[src/hw/rtl/md5_pkg.sv]
// Shared types, codes and constant tables of the MD5 digest block.
package md5_pkg;

	// Datapath operation codes, one per microprogram step.
	localparam logic [3:0] OP_ABSORB = 4'd0;
	localparam logic [3:0] OP_PAD    = 4'd1;
	localparam logic [3:0] OP_ZHI    = 4'd2;
	localparam logic [3:0] OP_ZLO    = 4'd3;
	localparam logic [3:0] OP_LEN0   = 4'd4;
	localparam logic [3:0] OP_LEN1   = 4'd5;
	localparam logic [3:0] OP_CINIT  = 4'd6;
	localparam logic [3:0] OP_ROUND  = 4'd7;
	localparam logic [3:0] OP_CADD   = 4'd8;
	localparam logic [3:0] OP_OUT    = 4'd9;

	// Sequencer jump conditions.
	localparam logic [3:0] C_NEXT  = 4'd0;
	localparam logic [3:0] C_JUMP  = 4'd1;
	localparam logic [3:0] C_IDLE  = 4'd2;
	localparam logic [3:0] C_PAD   = 4'd3;
	localparam logic [3:0] C_ZHI   = 4'd4;
	localparam logic [3:0] C_ZLO   = 4'd5;
	localparam logic [3:0] C_ROUND = 4'd6;
	localparam logic [3:0] C_RET   = 4'd7;
	localparam logic [3:0] C_OUT   = 4'd8;

	// Microprogram addresses.
	localparam int unsigned NUM_STEPS = 10;
	localparam logic [3:0] P_IDLE  = 4'd0;
	localparam logic [3:0] P_PAD   = 4'd1;
	localparam logic [3:0] P_ZHI   = 4'd2;
	localparam logic [3:0] P_ZLO   = 4'd3;
	localparam logic [3:0] P_LEN0  = 4'd4;
	localparam logic [3:0] P_LEN1  = 4'd5;
	localparam logic [3:0] P_CINIT = 4'd6;
	localparam logic [3:0] P_ROUND = 4'd7;
	localparam logic [3:0] P_CADD  = 4'd8;
	localparam logic [3:0] P_OUT   = 4'd9;

	typedef struct packed {
		logic [3:0] op;
		logic [3:0] cond;
		logic [3:0] target;
	} ctrl_t;

	typedef struct packed {
		logic acc;
		logic blk_full;
		logic eom;
		logic fill_hi;
		logic zidx_end;
		logic zidx_len;
		logic rnd_last;
		logic out_pend;
		logic pad_blk;
		logic fin_pend;
		logic out_done;
	} stat_t;

	localparam logic [31:0] IV_A = 32'h67452301;
	localparam logic [31:0] IV_B = 32'hEFCDAB89;
	localparam logic [31:0] IV_C = 32'h98BADCFE;
	localparam logic [31:0] IV_D = 32'h10325476;

	localparam logic [7:0] PAD_MARK = 8'h80;

	localparam logic [31:0] K_TAB [64] = '{
		32'hD76AA478, 32'hE8C7B756, 32'h242070DB, 32'hC1BDCEEE,
		32'hF57C0FAF, 32'h4787C62A, 32'hA8304613, 32'hFD469501,
		32'h698098D8, 32'h8B44F7AF, 32'hFFFF5BB1, 32'h895CD7BE,
		32'h6B901122, 32'hFD987193, 32'hA679438E, 32'h49B40821,
		32'hF61E2562, 32'hC040B340, 32'h265E5A51, 32'hE9B6C7AA,
		32'hD62F105D, 32'h02441453, 32'hD8A1E681, 32'hE7D3FBC8,
		32'h21E1CDE6, 32'hC33707D6, 32'hF4D50D87, 32'h455A14ED,
		32'hA9E3E905, 32'hFCEFA3F8, 32'h676F02D9, 32'h8D2A4C8A,
		32'hFFFA3942, 32'h8771F681, 32'h6D9D6122, 32'hFDE5380C,
		32'hA4BEEA44, 32'h4BDECFA9, 32'hF6BB4B60, 32'hBEBFBC70,
		32'h289B7EC6, 32'hEAA127FA, 32'hD4EF3085, 32'h04881D05,
		32'hD9D4D039, 32'hE6DB99E5, 32'h1FA27CF8, 32'hC4AC5665,
		32'hF4292244, 32'h432AFF97, 32'hAB9423A7, 32'hFC93A039,
		32'h655B59C3, 32'h8F0CCC92, 32'hFFEFF47D, 32'h85845DD1,
		32'h6FA87E4F, 32'hFE2CE6E0, 32'hA3014314, 32'h4E0811A1,
		32'hF7537E82, 32'hBD3AF235, 32'h2AD7D2BB, 32'hEB86D391
	};

	localparam logic [4:0] ROT_TAB [16] = '{
		5'd7, 5'd12, 5'd17, 5'd22, 5'd5, 5'd9, 5'd14, 5'd20,
		5'd4, 5'd11, 5'd16, 5'd23, 5'd6, 5'd10, 5'd15, 5'd21
	};

endpackage

[src/hw/rtl/md5_useq.sv]
// Microprogram sequencer: step counter, control store and jump logic.
module md5_useq (
	input  logic           clk,
	input  logic           arst_n,
	input  md5_pkg::stat_t stat,
	output md5_pkg::ctrl_t ctrl
);
	import md5_pkg::*;

	// Control store, one word per step.
	localparam ctrl_t UCODE [NUM_STEPS] = '{
		'{OP_ABSORB, C_IDLE,  P_IDLE},
		'{OP_PAD,    C_PAD,   P_IDLE},
		'{OP_ZHI,    C_ZHI,   P_CINIT},
		'{OP_ZLO,    C_ZLO,   P_LEN0},
		'{OP_LEN0,   C_NEXT,  P_IDLE},
		'{OP_LEN1,   C_JUMP,  P_CINIT},
		'{OP_CINIT,  C_NEXT,  P_IDLE},
		'{OP_ROUND,  C_ROUND, P_CADD},
		'{OP_CADD,   C_RET,   P_IDLE},
		'{OP_OUT,    C_OUT,   P_IDLE}
	};

	logic [3:0] pc_q;
	logic [3:0] pc_d;

	assign ctrl = UCODE[pc_q];

	always_comb begin
		pc_d = pc_q;
		case (ctrl.cond)
			C_NEXT:  pc_d = pc_q + 4'd1;
			C_JUMP:  pc_d = ctrl.target;
			C_IDLE: begin
				if (stat.acc && stat.blk_full) begin
					pc_d = P_CINIT;
				end else if (stat.acc && stat.eom) begin
					pc_d = P_PAD;
				end
			end
			C_PAD:   pc_d = stat.fill_hi ? P_ZHI : P_ZLO;
			C_ZHI:   pc_d = stat.zidx_end ? ctrl.target : pc_q;
			C_ZLO:   pc_d = stat.zidx_len ? ctrl.target : pc_q;
			C_ROUND: pc_d = stat.rnd_last ? ctrl.target : pc_q;
			C_OUT:   pc_d = stat.out_done ? ctrl.target : pc_q;
			C_RET: begin
				// A compression returns to whichever step asked for it.
				if (stat.out_pend) begin
					pc_d = P_OUT;
				end else if (stat.pad_blk) begin
					pc_d = P_ZLO;
				end else if (stat.fin_pend) begin
					pc_d = P_PAD;
				end else begin
					pc_d = P_IDLE;
				end
			end
			default: pc_d = P_IDLE;
		endcase
	end

	always_ff @(posedge clk or negedge arst_n) begin
		if (!arst_n) begin
			pc_q <= P_IDLE;
		end else begin
			pc_q <= pc_d;
		end
	end

endmodule

[src/hw/rtl/md5_dpath.sv]
// Datapath: block word memory, byte packing, padding, MD5 round and digest output.
module md5_dpath (
	input  logic           clk,
	input  logic           arst_n,
	input  md5_pkg::ctrl_t ctrl,
	output md5_pkg::stat_t stat,
	input  logic           s_tvalid,
	output logic           s_tready,
	input  logic [7:0]     s_tdata,
	input  logic           s_tuser,
	input  logic           s_tlast,
	output logic           m_tvalid,
	input  logic           m_tready,
	output logic [31:0]    m_tdata,
	output logic [1:0]     m_tuser,
	output logic           m_tlast
);
	import md5_pkg::*;

	logic [31:0] blk_mem_q [16];
	logic [31:0] rd_data_q;
	logic        wr_en;
	logic [3:0]  wr_addr;
	logic [31:0] wr_data;
	logic [3:0]  rd_addr;

	logic [31:0] asm_q;
	logic [5:0]  fill_q;
	logic [63:0] total_q;
	logic [31:0] chain_q [4];
	logic [31:0] a_q, b_q, c_q, d_q;
	logic [5:0]  rnd_q;
	logic [4:0]  zidx_q;
	logic [1:0]  oidx_q;
	logic        fin_pend_q, pad_blk_q, out_pend_q;

	logic        acc, out_hs;
	logic [31:0] pad_word;
	logic [31:0] f_val, t_val, rot_val;
	logic [63:0] rot_dbl;
	logic [5:0]  rnd_nx;
	logic [3:0]  g_nx;
	logic [3:0]  rlo;

	assign s_tready = (ctrl.op == OP_ABSORB);
	assign acc      = s_tvalid && s_tready;
	assign m_tvalid = (ctrl.op == OP_OUT);
	assign out_hs   = m_tvalid && m_tready;
	assign m_tdata  = chain_q[oidx_q];
	assign m_tuser  = oidx_q;
	assign m_tlast  = (oidx_q == 2'd3);

	always_comb begin
		stat          = '0;
		stat.acc      = acc;
		stat.blk_full = acc && s_tuser && (fill_q == 6'd63);
		stat.eom      = s_tlast;
		stat.fill_hi  = (fill_q[5:3] == 3'd7);
		stat.zidx_end = zidx_q[4];
		stat.zidx_len = (zidx_q == 5'd14);
		stat.rnd_last = (rnd_q == 6'd63);
		stat.out_pend = out_pend_q;
		stat.pad_blk  = pad_blk_q;
		stat.fin_pend = fin_pend_q;
		stat.out_done = out_hs && m_tlast;
	end

	// Partial word with the pad mark after the bytes already packed.
	always_comb begin
		case (fill_q[1:0])
			2'd0:    pad_word = {24'd0, PAD_MARK};
			2'd1:    pad_word = {16'd0, PAD_MARK, asm_q[7:0]};
			2'd2:    pad_word = {8'd0, PAD_MARK, asm_q[15:0]};
			default: pad_word = {PAD_MARK, asm_q[23:0]};
		endcase
	end

	// Round function and the message word index of the following round.
	always_comb begin
		case (rnd_q[5:4])
			2'd0:    f_val = (b_q & c_q) | (~b_q & d_q);
			2'd1:    f_val = (b_q & d_q) | (c_q & ~d_q);
			2'd2:    f_val = b_q ^ c_q ^ d_q;
			default: f_val = c_q ^ (b_q | ~d_q);
		endcase
		t_val   = a_q + f_val + rd_data_q + K_TAB[rnd_q];
		rot_dbl = {t_val, t_val} << ROT_TAB[{rnd_q[5:4], rnd_q[1:0]}];
		rot_val = rot_dbl[63:32];

		rnd_nx = rnd_q + 6'd1;
		rlo    = rnd_nx[3:0];
		case (rnd_nx[5:4])
			2'd0:    g_nx = rlo;
			2'd1:    g_nx = 4'(rlo * 4'd5 + 4'd1);
			2'd2:    g_nx = 4'(rlo * 4'd3 + 4'd5);
			default: g_nx = 4'(rlo * 4'd7);
		endcase
	end

	// Write port and read address of the block memory.
	always_comb begin
		wr_en   = 1'b0;
		wr_addr = fill_q[5:2];
		wr_data = {s_tdata, asm_q[23:0]};
		rd_addr = 4'd0;
		case (ctrl.op)
			OP_ABSORB: wr_en = acc && s_tuser && (fill_q[1:0] == 2'd3);
			OP_PAD: begin
				wr_en   = 1'b1;
				wr_data = pad_word;
			end
			OP_ZHI: begin
				wr_en   = !zidx_q[4];
				wr_addr = zidx_q[3:0];
				wr_data = '0;
			end
			OP_ZLO: begin
				wr_en   = (zidx_q != 5'd14);
				wr_addr = zidx_q[3:0];
				wr_data = '0;
			end
			OP_LEN0: begin
				wr_en   = 1'b1;
				wr_addr = 4'd14;
				wr_data = total_q[31:0];
			end
			OP_LEN1: begin
				wr_en   = 1'b1;
				wr_addr = 4'd15;
				wr_data = total_q[63:32];
			end
			OP_ROUND: rd_addr = g_nx;
			default:  rd_addr = 4'd0;
		endcase
	end

	always_ff @(posedge clk) begin
		if (wr_en) begin
			blk_mem_q[wr_addr] <= wr_data;
		end
		rd_data_q <= blk_mem_q[rd_addr];
	end

	// Working registers of the compression; no reset needed.
	always_ff @(posedge clk) begin
		if (ctrl.op == OP_ABSORB && acc && s_tuser) begin
			asm_q[8*fill_q[1:0] +: 8] <= s_tdata;
		end
		if (ctrl.op == OP_CINIT) begin
			a_q <= chain_q[0];
			b_q <= chain_q[1];
			c_q <= chain_q[2];
			d_q <= chain_q[3];
		end else if (ctrl.op == OP_ROUND) begin
			a_q <= d_q;
			d_q <= c_q;
			c_q <= b_q;
			b_q <= b_q + rot_val;
		end
	end

	always_ff @(posedge clk or negedge arst_n) begin
		if (!arst_n) begin
			fill_q     <= '0;
			total_q    <= '0;
			chain_q[0] <= IV_A;
			chain_q[1] <= IV_B;
			chain_q[2] <= IV_C;
			chain_q[3] <= IV_D;
			rnd_q      <= '0;
			zidx_q     <= '0;
			oidx_q     <= '0;
			fin_pend_q <= 1'b0;
			pad_blk_q  <= 1'b0;
			out_pend_q <= 1'b0;
		end else begin
			case (ctrl.op)
				OP_ABSORB: begin
					if (acc) begin
						fin_pend_q <= s_tlast;
						if (s_tuser) begin
							fill_q <= fill_q + 6'd1;
							if (fill_q == 6'd63) begin
								total_q <= total_q + 64'd512;
							end
						end
					end
				end
				OP_PAD: begin
					total_q    <= total_q + 64'({fill_q, 3'b000});
					zidx_q     <= {1'b0, fill_q[5:2]} + 5'd1;
					fin_pend_q <= 1'b0;
					pad_blk_q  <= (fill_q[5:3] == 3'd7);
				end
				OP_ZHI, OP_ZLO: begin
					if (wr_en) begin
						zidx_q <= zidx_q + 5'd1;
					end
				end
				OP_LEN1:  out_pend_q <= 1'b1;
				OP_CINIT: rnd_q <= '0;
				OP_ROUND: rnd_q <= rnd_nx;
				OP_CADD: begin
					chain_q[0] <= chain_q[0] + a_q;
					chain_q[1] <= chain_q[1] + b_q;
					chain_q[2] <= chain_q[2] + c_q;
					chain_q[3] <= chain_q[3] + d_q;
					if (!out_pend_q && pad_blk_q) begin
						pad_blk_q <= 1'b0;
						zidx_q    <= '0;
					end
				end
				OP_OUT: begin
					if (out_hs) begin
						oidx_q <= oidx_q + 2'd1;
						if (m_tlast) begin
							fill_q     <= '0;
							total_q    <= '0;
							chain_q[0] <= IV_A;
							chain_q[1] <= IV_B;
							chain_q[2] <= IV_C;
							chain_q[3] <= IV_D;
							out_pend_q <= 1'b0;
						end
					end
				end
				default: begin
				end
			endcase
		end
	end

endmodule

[src/hw/rtl/md5_message_digest.sv]
// Top level of the MD5 message digest block.
//
// Input stream (s_*): one item per message byte. s_tdata carries the byte,
// s_tuser says whether the byte is part of the message, and s_tlast marks
// the final item of a message. An item with s_tlast and s_tuser low closes
// the message without adding a byte, which also gives the empty digest.
// Output stream (m_*): four items per message, chaining words A, B, C, D.
// m_tuser is the word index and m_tlast is high on word D.
//
// Timing: while a block fills, one byte is taken each cycle. The item that
// completes a 64-byte block is followed by a compression (load, 64 rounds
// at one round per cycle through the single round unit, add), during which
// s_tready is low. At the end of a message the block writes the pad mark,
// the zero fill and the bit length, in an extra block when the length
// spills, runs one or two compressions, then offers the digest words;
// they leave at one per cycle when the receiver is ready. A stalled
// receiver holds the current word and the block takes no new input until
// word D is taken. Reset clears the byte count and bit length and loads
// the initial chaining words; the block memory holds no reset value and
// is always rewritten before it is read.
module md5_message_digest (
	input  logic        clk,
	input  logic        arst_n,
	input  logic        s_tvalid,
	output logic        s_tready,
	input  logic [7:0]  s_tdata,   // [7:0] message_byte
	input  logic        s_tuser,   // [0] byte_present
	input  logic        s_tlast,   // end_of_message
	output logic        m_tvalid,
	input  logic        m_tready,
	output logic [31:0] m_tdata,   // [31:0] digest_word
	output logic [1:0]  m_tuser,   // [1:0] word_index
	output logic        m_tlast    // last_word
);
	import md5_pkg::*;

	ctrl_t ctrl;
	stat_t stat;

	// The sequencer steps through the control store; every step drives
	// one datapath operation and picks the next step from the status.
	md5_useq u_useq (
		.clk    (clk),
		.arst_n (arst_n),
		.stat   (stat),
		.ctrl   (ctrl)
	);

	// The datapath owns both stream ports, the block memory and the
	// chaining words.
	md5_dpath u_dpath (
		.clk      (clk),
		.arst_n   (arst_n),
		.ctrl     (ctrl),
		.stat     (stat),
		.s_tvalid (s_tvalid),
		.s_tready (s_tready),
		.s_tdata  (s_tdata),
		.s_tuser  (s_tuser),
		.s_tlast  (s_tlast),
		.m_tvalid (m_tvalid),
		.m_tready (m_tready),
		.m_tdata  (m_tdata),
		.m_tuser  (m_tuser),
		.m_tlast  (m_tlast)
	);

endmodule

[config.mk]
export PLATFORM = sky130hd
export DESIGN_NAME = md5_message_digest
export DESIGN_NICKNAME = d
export VERILOG_FILES = /design/src/hw/rtl/md5_pkg.sv /design/src/hw/rtl/md5_useq.sv /design/src/hw/rtl/md5_dpath.sv /design/src/hw/rtl/md5_message_digest.sv
export SDC_FILE = /design/constraint.sdc
export NUM_CORES = 2
export LEC_CHECK = 0
export BUFFER_PORTS_ARGS = -buffer_cell sky130_fd_sc_hd__buf_4
export CORE_ASPECT_RATIO = 0.8
export CORE_UTILIZATION = 55
export CTS_BUF_LIST = sky130_fd_sc_hd__clkbuf_8 sky130_fd_sc_hd__clkbuf_16
export DETAILED_ROUTE_END_ITERATION = 6
export PLACE_DENSITY = 0.76
export RECOVER_POWER = 100
export SYNTH_ARGS = -nofsm -noshare
export SYNTH_HDL_FRONTEND = slang
export SYNTH_HIERARCHICAL = 1
export SYNTH_SLANG_ARGS = --single-unit
[constraint.sdc]
create_clock -name clk -period 11.3 [get_ports clk]
set_input_delay 1.695 -clock clk [delete_from_list [all_inputs] [get_ports clk]]
set_output_delay 1.695 -clock clk [all_outputs]
set_load 0.01 [all_outputs]
==> results.txt <==
The flow ran to the end, but the final reports show violations. The checks that failed: design-rule violations, max-capacitance violations, max-slew violations. The required time at the endpoint of the critical path came out at 11.79 ns. The time the worst path needs with I/O delays and setup is 10.32 ns. The final hold violation count came to 0. The effective utilization at floorplan is 55.8%. The maximum clock insertion buffer count is 3. The area inside the core boundary came out at between 100,000 and 150,000 um2. Of all nets on the critical path, the largest fanout is 76.

The count of pins over their slew limit came to between 1k and 1.5k. The path class of the tightest hold or removal check is flip-flop to flip-flop. For this run, design rule violations remaining after detail routing come to 35. The total iterations of the first detailed-routing run came out at 7. For the pin with the worst max-slew slack, the measured transition is roughly 6.5 ns. The start point of the critical path is u_useq/pc_q[3]. Max-cap violations in this run came to 30. After detailed routing, the met2 layer carries 73.8 mm of wire. The critical setup path kind is flip-flop to flip-flop.

The total negative slack is 0 ns. The mean instance size in the synthesized netlist came out at ~9.6 um2. The number of warning messages in the yosys log came out at 6. The number of setup buffers added after CTS is 0. The mapped netlist covers 56,500 um2.

Across the routed clock network, the largest skew measured is roughly 0.054 ns. In this run, the number of DRC markers left after iteration 0 of detailed routing was between 7k and 8k. The highest metal layer carrying signal wires in the routed design is met5. The first global-routing pass estimated roughly 270 mm of wire. The startpoint identified for the worst register-to-register timing path is u_useq/pc_q[3]. At the later pin of the worst-skew pair, clock insertion delay measures 0.70 ns. The via count of the first global-routing pass was between 40k and 50k. The half-perimeter wire length after detailed placement came out at ~120 mm. The worst hold path begins at u_dpath/chain_q[75]. The total CTS buffers came out at 92. The final route contains about 48k vias.

The number of nets at the end of the flow is slightly above 6k. The placed standard-cell area is between 50,000 and 60,000 um2. The number of gates resized after CTS was 0. The post-synthesis cell count came out at 5,891. The worst setup path is captured at a flip-flop. The count of port buffers added during placement is 50. The routed wire length is approximately 180 mm. The area of the die is 104,000 um2. Entering global routing, the biggest net connects roughly 200 pins. Timing would allow up to approximately 97 MHz.

around 50 I/O pins were placed. Once layout is done, the placed cells without fillers occupy just over 60,000 um2. Setup violations remaining at the end of the flow were counted as 0. The detail route stage leaves a number of antenna-violating nets equal to 0. The via density per instance is around 6.7. The number of H-tree levels came out at 3. The number of nets in the synthesized netlist came out at just over 6k. The tree is rooted in a sky130_fd_sc_hd__clkbuf_16.

The slack of the worst reg-to-reg path is 0.98 ns. The number of antenna violations at the first check in global routing is 3. The layout overhead on the synthesized area came out at 8.09%. The total global routing track utilization is between 30% and 40%. The average wire per cell in the routed design came out at roughly 25 um. The share of cells above drive strength 1 came out at between 7 and 8%.

The congestion estimate from routability-driven global placement came to 1.01. The overall die width is approximately 360 um. The final global-route overflow total came out at 0. Clock-pin slew was measured on the worst setup and hold paths at approximately 0.060 ns.

The worst setup path is launched from a flip-flop. The critical path data arrival time is approximately 11 ns. Row generation in the floorplan step produced approximately 100 rows. The share of the clock period used by the worst path came out at about nine tenths. The y dimension of the die is 289 um. The wire length the detailed router placed on met1 came out at 75.9 mm. The worst relative slew slack is -334%.

The count of hold-fix buffers inserted at cts came out at 0. The number of antenna diodes in the final layout is 0. The routed length on met3 is 25.3 mm.

The CTS sink count is 911. Setup repair after global routing left no endpoint under its margin. The CTS tree is done.
[per-stage QoR]
stage / setup WS [ns] / utilization [%] / std cells / hold WS, ns
4_1_cts: 1.55 / 60.7 / 7176 / 0.526
6_report: 0.984 / 60.4 / 7177 / 0.527
3_5_place_dp: 1.63 / 57.4 / 7002 / 0.517
3_3_place_gp: 1.71 / 57.4 / 7002 / 0.497
2_1_floorplan: 2.46 / - / 5891 / 0.446
5_1_grt: 0.359 / 60.4 / 7177 / 0.546
[worst paths after layout]
path	end	cells past startpoint
hold reg to reg	u_dpath/chain_q[75]	2
setup reg to reg	u_dpath/b_q[29]	10
max in group asynchronous	u_dpath/chain_q[119]	3
setup / recovery	u_dpath/b_q[29]	10
hold / removal	u_dpath/chain_q[75]	2
min in group asynchronous	u_dpath/chain_q[70]	1
[sequential cells by signal, indices dropped and copies added, names as in the netlist]
signal              flops
u_dpath/a_q            32
u_dpath/c_q            32
u_dpath/asm_q          24
u_dpath/zidx_q          5
u_dpath/blk_mem_q     512
u_dpath/b_q            32
u_dpath/fin_pend_q      1
u_dpath/rd_data_q      32
u_dpath/chain_q       128
u_dpath/d_q            32
u_dpath/total_q        61
u_dpath/pad_blk_q       1
u_dpath/m_tuser         2
u_useq/pc_q             4
u_dpath/fill_q          6
u_dpath/rnd_q           6
u_dpath/out_pend_q      1
[cells in the final DEF, fill, tap and decap left out, drive strengths merged, types with 32 or more instances in the layout]
master,n
a21o,82
nor2b,38
o31ai,52
dfstp,64
mux4,37
a211oi,215
xnor2,132
o211ai,88
clkbuf,180
nor2,366
nand2,912
mux2i,57
dfrtp,151
o21a,43
nand4,44
fa,69
or2,50
o21ai,417
and3,39
nand3,151
xor2,85
a311oi,76
edfxtp,664
inv,261
ha,231
a21oi,435
dfxtp,32
and2,188
nor3,116
buf,62
a31oi,112
nand2b,41
[critical path, stage by stage, from the launching register on]
cell and delay [ns]:
sky130_fd_sc_hd__dfrtp_1 0.32, sky130_fd_sc_hd__clkbuf_1 1.08, sky130_fd_sc_hd__nor2b_1 0.50, sky130_fd_sc_hd__inv_1 0.42, sky130_fd_sc_hd__nor2_1 0.14, sky130_fd_sc_hd__nand2_1 0.43, sky130_fd_sc_hd__clkinvlp_2 3.09, sky130_fd_sc_hd__nand2b_2 2.84
sky130_fd_sc_hd__buf_4 0.91, sky130_fd_sc_hd__nor2_1 0.15, sky130_fd_sc_hd__a21oi_1 0.19
[metal layers]
| metal | GRT usage (%) | up-vias |
|---|---|---|
| met3 | 9.94 | 345 |
| met1 | 50.6 | 23055 |
| met4 | 10.6 | 2 |
| met5 | 0 | - |
| met2 | 47.5 | 2998 |
| li1 | - | 21425 |
[cell type report]
class / count / area (um2)
fillers: 8337 / 40100
clock buffers: 106 / 2490
inverters: 236 / 887
flip-flops and latches: 911 / 26100
well taps: 1325 / 1660
multi-input cells: 4395 / 28400
repair buffers: 136 / 782
clock inverters: 68 / 808
Power is not shown: default switching activity piles up to over one toggle a cycle in this logic, so the estimate is an artifact.
